File: src/sce_pkg.sv
// Package: shared types and constants of the speed cost evaluator
`timescale 1ns / 1ps
package sce_pkg;

  localparam int unsigned CostW = 32;

  localparam logic [CostW-1:0] CostMax = '1;

  typedef enum logic [2:0] {
    REG_UNIT_TIME  = 3'd0,
    REG_STOP_SPEED = 3'd1,
    REG_SPEED_COST = 3'd2,
    REG_KEEP_CLEAR = 3'd3,
    REG_EXCEED     = 3'd4,
    REG_LOW_SPEED  = 3'd5
  } reg_idx_t;

  typedef enum logic [3:0] {
    ST_IDLE,
    ST_DIV_SPEED,
    ST_SCAN,
    ST_KC,
    ST_DIV_RATIO,
    ST_MUL_A,
    ST_MUL_B,
    ST_MUL_C,
    ST_MUL_D,
    ST_MUL_E,
    ST_OUT
  } ctrl_state_t;

  typedef struct packed {
    logic load;       // latch the input transaction
    logic div_speed;  // start speed division
    logic div_ratio;  // start shortfall division
    logic div_step;   // one divider iteration
    logic scan_step;  // compare one stored interval
    logic latch_spd;  // hold speed, term flags and keep-clear hit
    logic mul_a;
    logic mul_b;
    logic mul_c;
    logic mul_d;
    logic mul_e;
    logic out_load;
  } dp_cmd_t;

  typedef struct packed {
    logic func;
    logic neg;
    logic div_done;
    logic scan_done;
    logic under;
  } dp_sts_t;

  typedef struct packed {
    logic [15:0] unit_time;
    logic [15:0] max_stop_speed;
    logic [15:0] speed_scale;
    logic [15:0] keep_clear_penalty;
    logic [15:0] over_weight;
    logic [15:0] under_weight;
  } cfg_regs_t;

endpackage

File: src/sce_ctrl.sv
// Controller: sequences division, zone scan and cost terms
`timescale 1ns / 1ps
module sce_ctrl (
  input  logic             clk,
  input  logic             rst_n,
  input  logic             in_valid,
  output logic             in_ready,
  output logic             out_valid,
  input  logic             out_ready,
  input  sce_pkg::dp_sts_t sts,
  output sce_pkg::dp_cmd_t cmd
);
  import sce_pkg::*;

  ctrl_state_t state_r, state_nxt;
  logic        ov_r, ov_nxt;

  always_ff @(posedge clk) begin
    if (!rst_n) begin
      state_r <= ST_IDLE;
      ov_r    <= 1'b0;
    end else begin
      state_r <= state_nxt;
      ov_r    <= ov_nxt;
    end
  end

  always_comb begin
    state_nxt = state_r;
    cmd       = '0;
    in_ready  = 1'b0;
    ov_nxt    = ov_r && !out_ready;
    unique case (state_r)
      ST_IDLE: begin
        in_ready = 1'b1;
        if (in_valid) begin
          cmd.load  = 1'b1;
          state_nxt = ST_DIV_SPEED;
        end
      end
      ST_DIV_SPEED: begin
        if (!sts.func || sts.neg) begin
          state_nxt = ST_OUT;
        end else begin
          cmd.div_speed = 1'b1;
          state_nxt     = ST_SCAN;
        end
      end
      ST_SCAN: begin
        // divider and zone scan run together
        if (!sts.div_done) cmd.div_step = 1'b1;
        if (!sts.scan_done) cmd.scan_step = 1'b1;
        if (sts.div_done && sts.scan_done) state_nxt = ST_KC;
      end
      ST_KC: begin
        cmd.latch_spd = 1'b1;
        if (sts.under) begin
          cmd.div_ratio = 1'b1;
          state_nxt     = ST_DIV_RATIO;
        end else begin
          state_nxt = ST_MUL_A;
        end
      end
      ST_DIV_RATIO: begin
        if (!sts.div_done) cmd.div_step = 1'b1;
        else state_nxt = ST_MUL_A;
      end
      ST_MUL_A: begin
        cmd.mul_a = 1'b1;
        state_nxt = ST_MUL_B;
      end
      ST_MUL_B: begin
        cmd.mul_b = 1'b1;
        state_nxt = ST_MUL_C;
      end
      ST_MUL_C: begin
        cmd.mul_c = 1'b1;
        state_nxt = ST_MUL_D;
      end
      ST_MUL_D: begin
        cmd.mul_d = 1'b1;
        state_nxt = ST_MUL_E;
      end
      ST_MUL_E: begin
        cmd.mul_e = 1'b1;
        state_nxt = ST_OUT;
      end
      ST_OUT: begin
        if (!ov_r || out_ready) begin
          cmd.out_load = 1'b1;
          ov_nxt       = 1'b1;
          state_nxt    = ST_IDLE;
        end
      end
      default: state_nxt = ST_IDLE;
    endcase
  end

  assign out_valid = ov_r;

`ifndef NO_ASSERTIONS
  a_load_idle: assert property (@(posedge clk) disable iff (!rst_n)
    cmd.load |-> state_r == ST_IDLE) else $error("load outside idle");
  a_out_hold: assert property (@(posedge clk) disable iff (!rst_n)
    (ov_r && !out_ready) |=> ov_r) else $error("result dropped");
  a_out_safe: assert property (@(posedge clk) disable iff (!rst_n)
    cmd.out_load |-> (!ov_r || out_ready)) else $error("result overwritten");
`endif
endmodule

File: config.mk
export PLATFORM = sky130hd
export DESIGN_NAME = sce_ctrl
export DESIGN_NICKNAME = d
export VERILOG_FILES = /design/src/sce_pkg.sv /design/src/sce_ctrl.sv
export SDC_FILE = /design/constraint.sdc
export NUM_CORES = 1
export LEC_CHECK = 0
export ABC_AREA = 1
export BUFFER_PORTS_ARGS = -buffer_cell sky130_fd_sc_hd__buf_2
export CAP_MARGIN = 10
export CORE_AREA = 2 2 39 41
export DETAILED_ROUTE_END_ITERATION = 7
export DIE_AREA = 0 0 41 43
export SETUP_SLACK_MARGIN = 0.02
export SYNTH_ARGS = -nofsm -noshare
export SYNTH_HDL_FRONTEND = slang
export SYNTH_SLANG_ARGS = --single-unit
File: constraint.sdc
create_clock -name clk -period 1.4 [get_ports clk]
set_input_delay 0.14 -clock clk [delete_from_list [all_inputs] [get_ports clk]]
set_output_delay 0.14 -clock clk [all_outputs]
set_load 0.05 [all_outputs]
==> impl_metrics.json <==
{
  "status": "finished clean",
  "hpwl_um": 894.2,
  "intPower_mw": 0.7266,
  "synth-async-reset-ratio_pct": 0,
  "power_density_mw_per_mm2": 2216,
  "p_leak_nw": 0.3938,
  "max-cap-violations": 0,
  "rsz0062_at_grt": "true",
  "holdWs_ns": 0.1127,
  "synth_nets": 84,
  "cp-startpoint": "state_r[3]",
  "grt_overflow": 0,
  "drtIter0Drc": 3,
  "highest_layer": "met3",
  "area_delta_synth_final_pct": 73.29,
  "dr.pass1.iters": 2,
  "synth-compound-area-share_pct": 8.605,
  "path_common_cell": "nor2_4",
  "yosys_warnings": 0,
  "path_clk_slew_ns": 0.04,
  "final.period_utilization_pct": 98.76,
  "coreArea_mm2": 0.001384,
  "synth_area_per_cell_um2": 5.622,
  "setup_slack_ns": 0.01733,
  "cts_buffers": 3,
  "crit_type": "flip-flop to primary output",
  "power_frac_comb_pct": 71.3,
  "finalCriticalPeriod_ns": 1.383,
  "io_buffers": 22,
  "p_clk_share_pct": 10.1,
  "power.switching_mw": 0.8927,
  "yosysUniqueCellTypes": 16,
  "dpl-instance-area_um2": 590.6,
  "rows": 14,
  "muxShareOfSynthArea_pct": 0,
  "path_max_fanout": 5,
  "initial_core_util_pct": 30.47,
  "dr_wl_met3_um": 57,
  "cp.arrival_ns": 1.24,
  "antenna_found_initial": 0,
  "fp.dieH_um": 43,
  "drv_slew": 0,
  "start_kind": "flip-flop",
  "synth_edf_count": 0,
  "hold_viol_final": 0,
  "clk_root_buffer_cell": "clkbuf_4",
  "crit_family": "flip-flops",
  "cts.sinks": 5,
  "grt_use_total_pct": 15.08,
  "worstPathCellList": "nor2_4 -> inv_2 -> nor2_4 -> inv_2 -> nor2_4 -> buf_6",
  "netlist_area_um2": 421.7,
  "synthCells": 75,
  "clockBufferDepth": 2,
  "netlist_top_cells_area": "dfxtp_1, nand2_1, inv_1",
  "synth-adder-area-share_pct": 0,
  "wl_um": 1134,
  "setup_viol": 0,
  "grt_pass1_vias": 440,
  "peakVddDrop_uv": 814.9,
  "power_mw": 1.619,
  "slowest_delay_ns": 0.36,
  "ant_nets": 0,
  "synthDominantCellAreaShare_pct": 23.74,
  "switching_share_pct": 55.13,
  "cts_hold_buf": 0,
  "sequentialPowerShare_pct": 18.6,
  "cts_tree": "yes",
  "fin_area_um2": 730.7,
  "ys.flop_type": "dfxtp_1",
  "worstSkewPairLatency_ns": 0.24,
  "yosys.area_share.simple_pct": 51.63,
  "clock_skew_ns": 0.002037,
  "io_pins": 23,
  "hp-class": "input port to flip-flop",
  "fmax_mhz": 723.2,
  "routedLengthMet1_um": 458,
  "gp_congestion": 0.7576,
  "place_ws_ns": 0.1131,
  "critPathBufInv": 3,
  "slew_headroom_pct": 83.69,
  "die_w_um": 41,
  "synth_seq_cells": 5,
  "grt_max_degree": 8,
  "ys_seq_area_share_pct": 23.74,
  "wl_per_cell_um": 9.372,
  "yosysMostFrequentCell": "nand2_1",
  "timing.rr.start": "state_r[3]",
  "synth_top_family_by_area": "simple AND/OR/NAND/NOR gates",
  "grt_pass1_wl_um": 1752,
  "min_from": "rst_n",
  "detail_route.vias_per_cell": 4.438,
  "n_antenna_cell": 0,
  "drc_errors": 0,
  "end_kind": "primary output",
  "cpMaxStageDelayCell": "dfxtp_4",
  "drive_above_1_share_pct": 52.38,
  "route.met2.wl_um": 618,
  "dieArea_mm2": 0.001763,
  "synth_commonest_cells": "nand2_1, inv_1, nor2_1",
  "final_nets": 115,
  "vias": 537,
  "synth_xor_area_share_pct": 0,
  "synth.largest_area_cell": "dfxtp_1",
  "htreeDepth": 1,
  "worst_pin_slew_ns": 0.2463,
  "tns_ns": 0,
  "required_ns": 1.26
}
==> worst register-to-register path, cell delays in order (launching register included) <==
cell and delay (ns):
dfxtp_4 0.38, nor2_4 0.07, buf_4 0.13, buf_4 0.12, nand3_1 0.07, nand2_1 0.06
nor2_2 0.13, nand2_1 0.08, a21oi_2 0.11
==> placed cells by master (no fill, tap or decap), types with 2 or more instances in the layout <==
cell type / instances
inv_2: 5
buf_2: 10
nand2_1: 16
clkbuf_4: 5
nand2_2: 2
nor2_1: 8
nor2_2: 4
nor2_4: 6
nor3_2: 2
inv_1: 13
nand3_1: 5
buf_4: 8
dfxtp_4: 4
buf_6: 6
==> kinds of logic after synthesis <==
family,count (synthesis)
buf+inv,18
flops,5
simple gates,46
compound gates,6
==> routing by layer <==
| metal | vias to the layer above | global-route usage (%) |
|---|---|---|
| met5 | - | 0 |
| met1 | 238 | 19.03 |
| met2 | 11 | 22.81 |
| met3 | 0 | 3.141 |
| met4 | 0 | 8.000 |
| li1 | 288 | - |
==> flip-flops by register name, indices dropped and copies added (netlist names) <==
name / cells
state_r: 4
out_valid: 1
==> per-stage QoR <==
stage / util (%) / std cells
3_3_place_gp: 42.68 / 113
4_1_cts: 49.37 / 119
3_5_place_dp: 42.68 / 113
5_1_grt: 52.80 / 121
6_report: 52.80 / 121
2_1_floorplan: - / 75
==> what timing repair did <==
item / 4_1_cts / 5_1_grt
gates resized for setup: 20 / 10
setup buffers: 2 / 2
pin swaps: 1 / 2
endpoints found under the setup margin: 13 / 11
gates cloned: 0 / 0
hold endpoints to repair: 0 / 0
==> final timing paths <==
kind,cells after the start,to,slack (ns)
setup / recovery,6,cmd[9],0.02
hold / removal,3,state_r[3],0.11
setup reg to reg,8,state_r[1],0.17
hold reg to reg,3,state_r[0],0.58
==> cell type report <==
| cell class | instances | area, um2 |
|---|---|---|
| fill | 145 | 653.1 |
| multi-input combinational | 52 | 309.0 |
| timing repair buffer | 26 | 192.7 |
| sequential | 5 | 115.1 |
| inverter | 18 | 67.56 |
| clock buffer | 4 | 26.28 |
| tap | 16 | 20.02 |
==> power groups by stage <==
stage / Sequential, mW / Clock, mW / Combinational [mW]
4_1_cts: 0.286 / 0.173 / 1.07
5_1_grt: 0.314 / 0.181 / 1.24
6_report: 0.302 / 0.164 / 1.15
3_3_place_gp: 0.270 / 0 / 0.955
3_5_place_dp: 0.269 / 0 / 0.961
2_1_floorplan: 0.259 / 0 / 0.786
Note: power is estimated with default switching activity, not from simulation.
